==> src/assert_macros.svh <==
// Assertion macros used by the top-level RTL file.
`ifndef ASSERT_MACROS_SVH
`define ASSERT_MACROS_SVH

// Concurrent assertion on an explicit clock and reset.
`define ASSERT_ON(label, clk, rst, prop) \
   label: assert property (@(posedge clk) disable iff (rst) prop) \
      else $error("assertion failed");

// Concurrent assertion on the block clock and reset.
`define ASSERT_CLK(label, prop) `ASSERT_ON(label, clock, reset, prop)

`endif

==> src/parm_pkg.sv <==
// Package with the constants, types and states of the prototype matrix.
package parm_pkg;

   localparam int DIM = 64;
   localparam int ENTRIES = 256;
   localparam int DIM_W = $clog2(DIM);
   localparam int SLOT_W = $clog2(ENTRIES);
   localparam int CNT_W = 16;
   localparam int STAMP_W = 40;
   localparam int META_W = CNT_W + STAMP_W;
   localparam int ACC_W = 31 + DIM_W;
   localparam int DOT_W = ACC_W + 1;

   localparam logic [3:0] CSR_ADD_THRESHOLD = 4'd0;
   localparam logic [3:0] CSR_MAX_ENTRIES = 4'd1;

   typedef struct packed {
      logic busy;
      logic done;
   } unit_stat_type;

   typedef enum logic [4:0] {
      ST_IDLE,
      ST_QROOT,
      ST_QROOT_WAIT,
      ST_SCAN,
      ST_SCAN_END,
      ST_SIM,
      ST_PROOT_WAIT,
      ST_DIV_T,
      ST_DIV_S,
      ST_SIM_CMP,
      ST_DECIDE,
      ST_STAMP,
      ST_STAMP_END,
      ST_ADD,
      ST_ADD_END,
      ST_META_RD,
      ST_REF_CNT,
      ST_REF_RD,
      ST_REF_DIV0,
      ST_REF_DIV,
      ST_RROOT,
      ST_RROOT_WAIT,
      ST_NORM_RD,
      ST_NORM_DIV0,
      ST_NORM_DIV,
      ST_ZERO,
      ST_META_WR
   } state_type;

endpackage

==> src/parm_sqrt.sv <==
// Floor square root of a 64-bit value, one root bit per cycle.
module parm_sqrt (
   input  logic                    clock,
   input  logic                    reset,
   input  logic                    start,
   input  logic [63:0]             arg,
   output parm_pkg::unit_stat_type stat,
   output logic [31:0]             root
);

   logic        run_ff, run_in;
   logic        done_ff, done_in;
   logic [4:0]  cnt_ff, cnt_in;
   logic [63:0] arg_ff, arg_in;
   logic [31:0] root_ff, root_in;
   logic [33:0] rem_ff, rem_in;
   logic [35:0] rem_sh;
   logic [35:0] trial;
   logic [35:0] diff;

   always_comb begin
      rem_sh = {rem_ff, arg_ff[63:62]};
      trial = {2'b00, root_ff, 2'b01};
      diff = rem_sh - trial;
      run_in = run_ff;
      done_in = 1'b0;
      cnt_in = cnt_ff;
      arg_in = arg_ff;
      root_in = root_ff;
      rem_in = rem_ff;
      if (start) begin
         run_in = 1'b1;
         cnt_in = '0;
         arg_in = arg;
         root_in = '0;
         rem_in = '0;
      end else if (run_ff) begin
         arg_in = {arg_ff[61:0], 2'b00};
         if (rem_sh >= trial) begin
            rem_in = diff[33:0];
            root_in = {root_ff[30:0], 1'b1};
         end else begin
            rem_in = rem_sh[33:0];
            root_in = {root_ff[30:0], 1'b0};
         end
         cnt_in = cnt_ff + 5'd1;
         if (cnt_ff == 5'd31) begin
            run_in = 1'b0;
            done_in = 1'b1;
         end
      end
   end

   always_ff @(posedge clock) begin
      if (reset) begin
         run_ff <= 1'b0;
         done_ff <= 1'b0;
      end else begin
         run_ff <= run_in;
         done_ff <= done_in;
      end
   end

   always_ff @(posedge clock) begin
      cnt_ff <= cnt_in;
      arg_ff <= arg_in;
      root_ff <= root_in;
      rem_ff <= rem_in;
   end

   assign stat.busy = run_ff;
   assign stat.done = done_ff;
   assign root = root_ff;

endmodule

==> config.mk <==
export PLATFORM = sky130hd
export DESIGN_NAME = parm_sqrt
export DESIGN_NICKNAME = d
export VERILOG_FILES = /design/src/assert_macros.svh /design/src/parm_pkg.sv /design/src/parm_sqrt.sv
export SDC_FILE = /design/constraint.sdc
export NUM_CORES = 1
export LEC_CHECK = 0
export BUFFER_PORTS_ARGS = -buffer_cell sky130_fd_sc_hd__buf_2
export CAP_MARGIN = 30
export CORE_UTILIZATION = 40
export CTS_CLUSTER_DIAMETER = 120
export DETAILED_ROUTE_END_ITERATION = 8
export GPL_TIMING_DRIVEN = 0
export SLEW_MARGIN = 20
export SYNTH_ARGS = -nofsm -noshare
export SYNTH_HDL_FRONTEND = slang
export SYNTH_SLANG_ARGS = --single-unit
==> constraint.sdc <==
create_clock -name clock -period 3.4 [get_ports clock]
set_clock_uncertainty 0.1 [all_clocks]
set_input_delay 0 -clock clock [delete_from_list [all_inputs] [get_ports clock]]
set_output_delay 0 -clock clock [all_outputs]
set_load 0.005 [all_outputs]
== Yosys cells after proc, flatten, opt, wreduce, memory -nomap -nowiden ==
Index checks and enable logic that the tools add are counted.

* Shifts and indexed selects: 0
* Divide/modulo/power cells: 0
* Equal/unequal tests: 1
* Mux-type cells: 8
* Multipliers: 0
* $add $sub $neg: 2
* Order comparisons: 1
* Reductions and logical operators: 2
* Bitwise logic cells: 1

{| class="wikitable"
|+ Operators by type and width
! kind !! count
|-
| $mux W64 || 2
|-
| $ge A36 B34 Y1 || 1
|-
| $mux W34 || 1
|-
| $sub A34 B34 Y34 || 1
|-
| $add A5 B1 Y5 const B || 1
|-
| $eq A5 B5 Y1 const B || 1
|-
| $mux W1 || 5
|-
| $reduce_or A3 Y1 || 1
|-
| $reduce_bool A2 Y1 || 1
|-
| $not A1 Y1 || 1
|}

* Bits in registers: 137
* ROM bits: 0
* Bits in latches: 0
* Logic and storage cells: 21
* Memories kept: 0
* Memory bits (writable): 0

== Logic depth before layout (Yosys ltp) ==
* Depth after elaboration: 4
* Gate-level depth with buffers: 13

== Worst setup path after synthesis ==
No wires, ideal clock.

* Path type: register -> register
* From: register root_ff[8], in the netlist root[8]
* To: register rem_ff[31]
* Buffers on the path: 1
* Data arrival time: 2,488 ps
* Cell stages (with the launch flop): 12
* Library setup time: 146 ps
* Path slack: 666 ps
* Period minus slack after synthesis: 2,734 ps
* Path through: dfxtp_1 -> inv_1 -> ha_1 -> buf_2 -> a21o_1 -> o2bb2ai_2 -> a2111oi_4 -> o31ai_2 -> a41o_1 -> or4_1 -> nand3_1 -> a311oi_2

* Word-level cells in the longest chain between the ends: 2
* Elaborated cells between the ends (all ways): 3
* Classes of those cells: add/sub (1); order compare (1); mux (1)

{| class="wikitable"
|+ Ends and longest elaborated chain
! element !! RTL line !! source
|-
| start, declared || parm_sqrt.sv:15 || <nowiki>logic [31:0] root_ff, root_in;</nowiki>
|-
| start signal, assigned || parm_sqrt.sv:67 || <nowiki>root_ff <= root_in;</nowiki>
|-
| $sub A34 B34 Y34 or $ge A36 B34 Y1 (tied branches) || parm_sqrt.sv:24, parm_sqrt.sv:39 ||
|-
| $mux W34 * || parm_sqrt.sv:39 || <nowiki>if (rem_sh >= trial) begin</nowiki>
|-
| end signal, assigned || parm_sqrt.sv:68 || <nowiki>rem_ff <= rem_in;</nowiki>
|-
| end, declared || parm_sqrt.sv:16 || <nowiki>logic [33:0] rem_ff, rem_in;</nowiki>
|}

Every way passes the cells marked *; elsewhere a longest branch is shown, timed or not.
A chain may end at the register's enable or synchronous reset.

== Final worst setup path ==
* From: register root_ff[15], in the netlist root[15]
* To: register rem_ff[21]

The elaborated chain is that of the path after synthesis.

==> flow_summary.yaml <==
final_layout:
  drive_gt1_share_pct: 24.0
  syn_to_final_growth_pct: 27.1
  fillers: 1763
  multi_input_area_um2: 3900
  antenna_cells: 0
  final_nets: 1049
  stdcell_area_um2: 9740
  ff_latch_area_um2: 3380
pwr:
  total_power_mw: 8.24
  power_density_nw_per_um2: 846
  p_leak_nw: 4.03
  ir_drop_mv: 0.461
sta:
  fin_ws_ps: 218
  fin_setup_tns_ps: 0
  layout_min_cycle_time_ps: 3180
  rsz0062_at_grt: "no"
  hold_viol_final: 0
  setup_violations: 0
  slew_viol_final: 0
  tightestPinTransition_ps: 811
  fmax_ghz: 0.314
  relSlewSlack_pct: 45.9
  holdWs_ps: 218
  post-route-period-util_pct: 93.6
yosys:
  syn_avg_cell_area_um2: 10.1
  synthAdderAreaFrac_pct: 5.88
  synth-simple-area-share_pct: 12.0
  async_flop_share_pct: 0
  synth_top_family_by_area: "compound AO/OA/AOI/OAI gates"
  synth_compound_area_share_pct: 15.0
  synth.largest_area_cell: "edfxtp_1"
  synth_nets: 862
  synth-main-ff-cell: "dfxtp_1"
  synth-seq-cells: 137
  netlist_instances: 759
  ys_warn_count: 0
  synth.cell_area_um2: 7660
  ys_top_cells_by_count: "nor2_1, dfxtp_1, edfxtp_1"
  netlist.area_leader.share_pct: 25.1
  yosysMostFrequentCell: "nor2_1"
  seq_area_frac_synth_pct: 44.2
  synth_cell_types: 67
  synth_enable_flop_cells: 64
  ys_top_cells_by_area: "edfxtp_1, dfxtp_1, mux2_2, ha_1, mux2i_1"
  synthMuxAreaShare_pct: 14.8
  synthXorXnorAreaFrac_pct: 3.20
floorplanning:
  fp.dieW_um: 140
  start_util_pct: 40.8
  die_h_um: 140
  io_pins: 101
  core_area_um2: 18800
  dieArea_um2: 19700
  rows: 50
drt:
  routed_wl_mm: 19.9
  drt-initial-drc-count: 342
  vias: 6299
  ant_nets: 0
  avgViaCountPerCell: 5.28
  drtPass1Iterations: 4
  wire_per_inst_um: 16.7
  drcViolationCount: 0
critical_path:
  cp.required_ps: 3590
  critPathArrivalTime_ps: 3370
  cp-start-kind: "register"
  crit_path_cell_trace: "inv_1 -> ha_1 -> buf_2 -> nand4_1 -> nor3_1 -> nand2_1 -> a31o_2 -> nor2_4 -> or2_1 -> buf_4 -> buf_6 -> mux2i_1 -> o22ai_1"
  crit_slowest_cell: "nor3_1"
  critPathTopFamily: "simple AND/OR/NAND/NOR gates"
  cp_max_fo: 10
  crit_buf_inv: 4
  crit_path_max_incr_delay_ps: 400
  crit_path_end_kind: "register"
  crit_type: "register to register"
global_route:
  grt_pass1_wl_mm: 32.3
  grt_pass1_vias: 6409
  antenna_found_initial: 0
  grt_overflow: 0
  grt_max_degree: 49
  gr-usage-all-layers_pct: 21.3
cts:
  cts_sinks: 137
  cts_max_path_buffers: 2
  h-tree-depth: 4
  cts_buffers: 17
  cts_root_buf: "clkbuf_16"
  worstSkewPairLatency_ps: 440
  cts_tree: "yes"
  clk_pin_slew_ps: 70
placed_design:
  place_ws_ps: 233
  numPortBuffers: 100
  place.gp.congestion: 0.888
  post-dp-hpwl_mm: 13.6
  place_area_um2: 8480
run:
  cap_violations: 0
outcome:
  outcome: "finished, final reports clean"
hold_path:
  worst_hold_path_type: "input port to register"
-- per-stage QoR --
step                      cells  utilization (%)
after floorplan             759                -
after global placement     1093             45.0
after detailed placement   1094             45.2
after CTS                  1192             51.8
after global routing       1193             51.9
final                      1193             51.9
-- power by group --
part / internal [mW] / switching (mW)
logic: 1.78 / 2.47
registers: 1.96 / 0.153
clock network: 1.04 / 0.837
total: 4.78 / 3.46
-- worst paths after layout --
kind,start,endpoint,slack (ps),cells past startpoint
hold reg to reg,rem_ff[6]$_SDFFE_PP0P_,rem_ff[6]$_SDFFE_PP0P_,380,2
hold / removal,reset,run_ff$_SDFF_PP0_,220,3
setup / recovery,root[15]$_SDFFE_PP0P_,rem_ff[21]$_SDFFE_PP0P_,220,13
setup reg to reg,root[15]$_SDFFE_PP0P_,rem_ff[21]$_SDFFE_PP0P_,220,13
-- kinds of logic after synthesis --
logic type | count (synthesis)
flops | 137
buf+inv | 90
fa+ha+maj | 36
simple gates | 200
xor+xnor | 28
compound gates | 163
mux | 105
-- routing by layer --
metal	GRT usage (%)	vias up	routed length, µm
li1	-	3127	-
met1	26.5	2956	8870
met2	35.9	182	9610
met3	5.47	34	1080
met4	6.88	0	369
met5	0	-	0
-- timing repair --
item | 4_1_cts | 5_1_grt
endpoints found under the setup margin | 0 | 8
hold buffers | 66 | 0
resized for setup | 0 | 1
buffers inserted | 0 | 1
hold endpoints to repair | 67 | 0
-- flip-flops by register name (all words and copies together) (netlist names) --
register / cells
root: 32
cnt_ff: 5
done_ff: 1
run_ff: 1
rem_ff: 34
arg_ff: 64
-- worst register-to-register path: stages (launching register included) --
cell and delay, ps:
dfxtp_1 370, inv_1 70, ha_1 270, buf_2 170
nand4_1 190, nor3_1 400, nand2_1 150, a31o_2 320
nor2_4 120, or2_1 110, buf_4 200, buf_6 210
mux2i_1 250, o22ai_1 110
-- cell type report --
class                   instances  share of cell area [%]
clock buffers                  18                    4.41
repair buffers                168                    12.3
inverters                      48                    1.88
multi-input cells             532                    40.1
plain buffers                  42                    2.03
well taps                     234                    3.01
clock inverters                14                    1.55
flip-flops and latches        137                    34.7
-- cell usage in the layout, fill, tap and decap left out, drive strengths merged, types with 4 or more instances in the layout --
cell type	instances
and3	5
and2	4
nand2b	10
dfxtp	73
xnor2	18
nand4	8
edfxtp	64
nor2	78
nand2	59
mux2	63
nor2b	7
o22ai	10
dlygate4sd3	66
xor2	10
a31oi	9
o31ai	5
o21ai	28
a311oi	15
nor3	6
o21bai	9
nand3	13
a21oi	35
mux2i	42
o21a	7
a211oi	10
clkbuf	39
a21o	9
buf	123
o211ai	5
inv	57
ha	36
No activity file was read; power rests on OpenSTA's default activity.
