## src/assert_macros.svh

```systemverilog
// Assertion macros used by the top-level RTL file.
`ifndef ASSERT_MACROS_SVH
`define ASSERT_MACROS_SVH

// Concurrent assertion on an explicit clock and reset.
`define ASSERT_ON(label, clk, rst, prop) \
   label: assert property (@(posedge clk) disable iff (rst) prop) \
      else $error("assertion failed");

// Concurrent assertion on the block clock and reset.
`define ASSERT_CLK(label, prop) `ASSERT_ON(label, clock, reset, prop)

`endif

```

## src/parm_pkg.sv

```systemverilog
// Package with the constants, types and states of the prototype matrix.
package parm_pkg;

   localparam int DIM = 64;
   localparam int ENTRIES = 256;
   localparam int DIM_W = $clog2(DIM);
   localparam int SLOT_W = $clog2(ENTRIES);
   localparam int CNT_W = 16;
   localparam int STAMP_W = 40;
   localparam int META_W = CNT_W + STAMP_W;
   localparam int ACC_W = 31 + DIM_W;
   localparam int DOT_W = ACC_W + 1;

   localparam logic [3:0] CSR_ADD_THRESHOLD = 4'd0;
   localparam logic [3:0] CSR_MAX_ENTRIES = 4'd1;

   typedef struct packed {
      logic busy;
      logic done;
   } unit_stat_type;

   typedef enum logic [4:0] {
      ST_IDLE,
      ST_QROOT,
      ST_QROOT_WAIT,
      ST_SCAN,
      ST_SCAN_END,
      ST_SIM,
      ST_PROOT_WAIT,
      ST_DIV_T,
      ST_DIV_S,
      ST_SIM_CMP,
      ST_DECIDE,
      ST_STAMP,
      ST_STAMP_END,
      ST_ADD,
      ST_ADD_END,
      ST_META_RD,
      ST_REF_CNT,
      ST_REF_RD,
      ST_REF_DIV0,
      ST_REF_DIV,
      ST_RROOT,
      ST_RROOT_WAIT,
      ST_NORM_RD,
      ST_NORM_DIV0,
      ST_NORM_DIV,
      ST_ZERO,
      ST_META_WR
   } state_type;

endpackage

```

## src/parm_div.sv

```systemverilog
// Restoring divider producing one quotient bit per cycle.
module parm_div (
   input  logic                    clock,
   input  logic                    reset,
   input  logic                    start,
   input  logic [63:0]             num,
   input  logic [63:0]             den,
   output parm_pkg::unit_stat_type stat,
   output logic [63:0]             quo
);

   logic        run_ff, run_in;
   logic        done_ff, done_in;
   logic [5:0]  cnt_ff, cnt_in;
   logic [63:0] quo_ff, quo_in;
   logic [63:0] rem_ff, rem_in;
   logic [63:0] den_ff, den_in;
   logic [64:0] rem_sh;
   logic [64:0] diff;
   logic        ge;

   always_comb begin
      rem_sh = {rem_ff, quo_ff[63]};
      diff = rem_sh - {1'b0, den_ff};
      ge = rem_sh >= {1'b0, den_ff};
      run_in = run_ff;
      done_in = 1'b0;
      cnt_in = cnt_ff;
      quo_in = quo_ff;
      rem_in = rem_ff;
      den_in = den_ff;
      if (start) begin
         run_in = 1'b1;
         cnt_in = '0;
         quo_in = num;
         rem_in = '0;
         den_in = den;
      end else if (run_ff) begin
         quo_in = {quo_ff[62:0], ge};
         rem_in = ge ? diff[63:0] : rem_sh[63:0];
         cnt_in = cnt_ff + 6'd1;
         if (cnt_ff == 6'd63) begin
            run_in = 1'b0;
            done_in = 1'b1;
         end
      end
   end

   always_ff @(posedge clock) begin
      if (reset) begin
         run_ff <= 1'b0;
         done_ff <= 1'b0;
      end else begin
         run_ff <= run_in;
         done_ff <= done_in;
      end
   end

   always_ff @(posedge clock) begin
      cnt_ff <= cnt_in;
      quo_ff <= quo_in;
      rem_ff <= rem_in;
      den_ff <= den_in;
   end

   assign stat.busy = run_ff;
   assign stat.done = done_ff;
   assign quo = quo_ff;

endmodule

```

## config.mk

```make
export PLATFORM = sky130hd
export DESIGN_NAME = parm_div
export DESIGN_NICKNAME = d
export VERILOG_FILES = /design/src/assert_macros.svh /design/src/parm_pkg.sv /design/src/parm_div.sv
export SDC_FILE = /design/constraint.sdc
export NUM_CORES = 1
export LEC_CHECK = 0
export ABC_AREA = 1
export BUFFER_PORTS_ARGS = -buffer_cell sky130_fd_sc_hd__buf_2
export CORE_MARGIN = 2
export CORE_UTILIZATION = 30
export CTS_CLUSTER_DIAMETER = 50
export DETAILED_ROUTE_END_ITERATION = 10
export PLACE_DENSITY = 0.56
export SETUP_SLACK_MARGIN = 0.2
export SYNTH_ARGS = -nofsm -noshare
export SYNTH_HDL_FRONTEND = slang
export SYNTH_SLANG_ARGS = --single-unit
```

## constraint.sdc

```tcl
create_clock -name clock -period 8.4 [get_ports clock]
set_clock_uncertainty 0.15 [all_clocks]
set_input_delay 0.42 -clock clock [delete_from_list [all_inputs] [get_ports clock]]
set_output_delay 0.42 -clock clock [all_outputs]
set_load 0.02 [all_outputs]
```

Word level (Yosys, flattened, before mapping)
Index checks and enable logic that the tools add are counted.
{"block": "totals", "ff_bits": 200, "input_bits": 131, "output_inout_bits": 66}
{"block": "classes", "n_addsub": 2, "magnitude_cmp": 1, "n_eq_ne": 1, "mux": 7, "bitwise_logic": 1, "n_reduce_logical": 2}
{"operator": "$mux 64", "count": 3}
{"operator": "$ge 65x64->1", "count": 1}
{"operator": "$sub 64x64->64", "count": 1}
{"operator": "$add 6x1->6 const B", "count": 1}
{"operator": "$eq 6x6->1 const B", "count": 1}
{"operator": "$mux 1", "count": 4}
{"operator": "$reduce_or 3->1", "count": 1}
{"operator": "$reduce_bool 2->1", "count": 1}
{"operator": "$not 1->1", "count": 1}

Logic depth before layout (Yosys ltp)
{"block": "logic_depth", "ltp_word": 4, "mapped_depth": 19, "mapped_depth_nobuf": 18}

Least setup slack after synthesis
No wires, ideal clock.
{"block": "synth_timing", "path_type": "reg-to-reg", "start": "register run_ff", "end": "register quo_ff[0] (netlist: quo[0]), enable pin", "arrival_time_ns": 2.597, "required_ns": 7.796, "slack_ns": 5.199, "stages_incl_launch_ff": 4, "path_buffers": 1, "synth_period_minus_slack_ns": 3.201, "cell_sequence": "dfxtp_1 -> nor2_1 -> clkinv_1 -> clkbuf_1"}
{"block": "synth_via", "elab_chain_len": 1}
{"element": "from (decl)", "line_no": "parm_div.sv:12", "text": "logic run_ff, run_in;"}
{"element": "from (signal assigned)", "line_no": "parm_div.sv:54", "text": "run_ff <= run_in;"}
{"element": "$reduce_bool 2->1 (no line)"}
{"element": "to (signal assigned)", "line_no": "parm_div.sv:61", "text": "quo_ff <= quo_in;"}
{"element": "to (decl)", "line_no": "parm_div.sv:15", "text": "logic [63:0] quo_ff, quo_in;"}
No other way between the ends.
A chain may end at the register's enable or synchronous reset.

Worst setup path after layout
{"block": "layout_timing", "start": "register den_ff[8]", "end": "register rem_ff[18]"}
{"block": "layout_via", "elab_chain_len": 2}
{"element": "from (decl)", "line_no": "parm_div.sv:17", "text": "logic [63:0] den_ff, den_in;"}
{"element": "from (signal assigned)", "line_no": "parm_div.sv:63", "text": "den_ff <= den_in;"}
{"element": "$sub 64x64->64 / $ge 65x64->1 (equally long branches)", "line_no": "parm_div.sv:24, parm_div.sv:25"}
{"element": "$mux 64 (*)", "line_no": "parm_div.sv:40", "text": "rem_in = ge ? diff[63:0] : rem_sh[63:0];"}
{"element": "to (signal assigned)", "line_no": "parm_div.sv:62", "text": "rem_ff <= rem_in;"}
{"element": "to (decl)", "line_no": "parm_div.sv:16", "text": "logic [63:0] rem_ff, rem_in;"}
Every way passes the cells marked *; elsewhere a longest branch is shown, timed or not.

==> results.md <==
- RD Place Congestion: 0.984
- Crit path from: den_ff[8]$_DFFE_PP_
- Die width: between 200 and 250 um
- Top FF cell, synth: edfxtp_1
- Clk_lat worst skew: 500 ps
- CTS tree: done
- Max-slew headroom: 0.423
- Most used cell, CP: nand2_1
- Seq pwr share: 0.491
- NetSw: 682 uW
- Global-route wire length before repair: ~75000 um
- Vias in the first global route: 13600
- Power per cell area: between 100 and 150 nW/um2
- Critical Path Max Stage Delay: just over 600 ps
- Max Slew Vio Count: 0
- Hold Path Depth: 3
- DRT iter0 DRCs: 844
- Root Buffer: clkbuf_16
- Detailed-route wire length per cell: ~15 um
- Number of routed nets with antenna violations: 0
- Synthesis Warnings: 0
- Setup violations, final: 0
- Clock power frac: 0.353
- R2R setup slack: 4600 ps
- Floorplan row count: 79
- Int Power: approximately 1.6 mW
- Pre-CTS setup slack: between 4000 and 5000 ps
- Kind of critical path: reg2reg
- RSZ-0062 raised after global routing: false
- Area of the die: 49200 um2
- Multi-input combinational cell area: 6970 um2
- # IOs: between 150 and 200
- Maximum vdd drop: ~0.16 mV
- EDFF count, synth: 128
- CP Data Required Time: 8670 ps
- Clock transition at the registers of the reported paths: about 90 ps
- Crit path max fanout: 66
- Core area: roughly 47000 um2
- Critical Path Start Type: register
- Final nets: 2636
- Syn_nets: 2369
- Sw Share: 0.293
- Gr usage total: 0.196
- Leakage power: 9.33 nW
- Slowest cell on crit path: nand2_4
- Vias per inst: 4.53
- Hold path startpoint: num[63]
- First-pass DRT Iterations: 10
- N_diodes: 0
- Number of synthesized register bits: 200
- Reg-to-Reg Start: den_ff[8]$_DFFE_PP_
- Seq/Total Area, Yosys: 0.371
- Hold Crit Class: in2reg
- Logic pwr share: 0.156
- Outcome: complete, but fails checks
- Vias: 13800
- # Max-Cap Violations: 0
- Slew @ Worst Pin: 865 ps
- Final setup margin: 4600 ps
- Mean post-synth cell area: 6.55 um2
- Grt ovf: 0
- Final HPWL DP: 37200 um
- Initial antenna violation count: 1
- Filler instances: roughly 5200
- Layout cells sized above 1: 0.109
- Setup tns final: 0 ps
- CTS Sinks: 200
- Cts bufs inserted: 17
- Worst Path Arrival: 4070 ps
- WHS Endpoint: quo[63]$_DFFE_PP_
- Largest net degree at the start of global routing: 69
- Netlist cell types: 40
- Failing checks: DRC
- Final period util: 0.452
- FFs w/ async S/R, synth: 0
- Final WL: about 47000 um
- Fmax: 263 MHz
- Worst reg-to-reg path cell count: 17
- FF/Latch Area: 5290 um2
- Syn Std Cell Area: 14200 um2
- DRC violations left: 6
- Capture point of the worst reg-to-reg path: rem_ff[18]$_SDFFE_PP0P_
- Worst path cell trace: inv_1, ha_1, nand2_1, nand2_1, inv_1, nand2_1, inv_1, nand3_2, nand2_1, nand2_1, nand2_2, nand2_2, nand2_4, nand2_4, nand2_1, nand3_1, o21ai_1
- H-tree depth: 4
- Crit path time final: 3800 ps
- Worst Setup End Kind: register
- Synth Instances: between 2000 and 2500
- Fin. Hold Viols: 0
- Number of I/O port buffers: 196
- Post-CTS repair timing setup buffer count: 0
- Starting density of the core: 0.305
- P&R area growth vs syn: 21.0%
- Die height: about 220 um
- Clock buffer depth: 2
==> through the flow <==
step | utilization | cell area (um2) | hold WS (ps) | total power, mW | std cells
after global routing | 0.369 | 17200 | 22.5 | 2.44 | 3058
final | 0.369 | 17200 | 44.3 | 2.33 | 3058
after global placement | 0.337 | 15700 | 307 | 1.49 | 2934
after detailed placement | 0.337 | 15700 | 308 | 1.50 | 2934
after floorplan | - | 14200 | 294 | 1.36 | 2172
after CTS | 0.369 | 17200 | 0.368 | 2.37 | 3058
==> cell usage after synthesis, types with 2 or more instances <==
library cell	instances	area share
buf_2	4	0.0014
nor2_2	9	0.0040
nand4_1	17	0.0075
edfxtp_1	128	0.27
nand2_1	917	0.24
inv_2	3	0.00079
and2_1	3	0.0013
nand3_1	146	0.051
nor4_1	2	0.00088
buf_1	4	0.0011
nor3_1	20	0.0070
dfxtp_1	72	0.10
nand2_4	2	0.0016
a21oi_1	49	0.017
buf_6	11	0.0087
o21ai_0	30	0.011
clkinv_1	2	0.00053
clkbuf_1	18	0.0047
ha_1	65	0.057
xnor2_1	28	0.017
a31oi_1	2	0.00088
nor2_1	108	0.028
nand3_2	4	0.0028
o21bai_1	9	0.0047
nand3b_1	33	0.017
xor2_1	3	0.0018
o21ai_1	17	0.0060
buf_4	11	0.0058
nand2_2	8	0.0035
inv_1	437	0.12
==> worst max-delay path, delay by kind of cell (launching register included) <==
family	cells	cell delay, ps
adder cells (fa/ha/maj)	1	280
AND/OR/NAND/NOR	12	2420
AO/OA/AOI/OAI	1	120
flip-flops	1	360
buffers and inverters	3	200
==> cell type report <==
class                      instances  area share
multi-input combinational       1481       0.404
sequential                       200       0.307
timing repair buffer             297       0.115
inverter                         442      0.0964
tap                              607      0.0441
clock buffer                      17      0.0247
clock inverter                    14     0.00908
==> power by group through the flow <==
stage          registers (mW)  clock network [mW]  logic (mW)
2_1_floorplan            1.20                   0       0.163
3_3_place_gp             1.16                   0       0.330
3_5_place_dp             1.16                   0       0.331
4_1_cts                  1.14               0.862       0.366
5_1_grt                  1.15               0.889       0.405
6_report                 1.14               0.820       0.363
==> metal layers <==
layer	part of all wire	up-vias	GRT usage
met1	0.48	6284	0.264
met5	0.00027	-	0
met4	0.017	2	0.0530
met3	0.054	36	0.0402
li1	-	7157	-
met2	0.45	367	0.320
==> flip-flops by register name, indices dropped and copies added, names as in the netlist <==
| register | cells |
|---|---|
| den_ff | 64 |
| quo | 64 |
| rem_ff | 64 |
| cnt_ff | 6 |
| done_ff | 1 |
| run_ff | 1 |
==> timing repair <==
item / 4_1_cts / 5_1_grt
resized for setup: 0 / 0
hold buffers: 93 / 0
hold endpoints to repair: 94 / 0
==> cells by family (layout without fill, tap and decap cells) <==
logic type,Yosys count,in the layout,synth area share
simple gates,1274,1274,0.371
buf+inv,491,770,0.139
flops,200,200,0.371
compound gates,110,110,0.0411
fa+ha+maj,66,66,0.0585
xor+xnor,31,31,0.0191
==> how the worst max path moves through the flow <==
stage                                    to  slack [ps]  depth (start not counted)
floorplan                  quo[0]$_DFFE_PP_        5200                          3
global placement    rem_ff[53]$_SDFFE_PP0P_        4540                         15
detailed placement  rem_ff[51]$_SDFFE_PP0P_        4550                         15
CTS                 rem_ff[51]$_SDFFE_PP0P_        4530                         15
global route        rem_ff[53]$_SDFFE_PP0P_        4250                         13
finish              rem_ff[18]$_SDFFE_PP0P_        4600                         17
==> layout by cell type, fill, tap and decap left out, types with 4 or more instances in the layout <==
master         Yosys  layout
clkbuf_16          0      17
nand3_1          146     146
nor2_1           108     107
o21ai_1           17      17
nor2_2             9      10
inv_6              0       4
nor3_1            20      20
dlygate4sd3_1      0      93
ha_1              65      65
clkinv_8           0       5
buf_2              4     195
inv_2              3       5
inv_1            437     436
xnor2_1           28      28
edfxtp_1         128     128
dfxtp_1           72      72
buf_4             11       9
a21oi_1           49      49
nand4_1           17      17
nand3b_1          33      33
o21bai_1           9       9
nand3_2            4       4
nand2_2            8       8
o21ai_0           30      30
nand2_1          917     917
No activity file was read; power rests on OpenSTA's default activity.
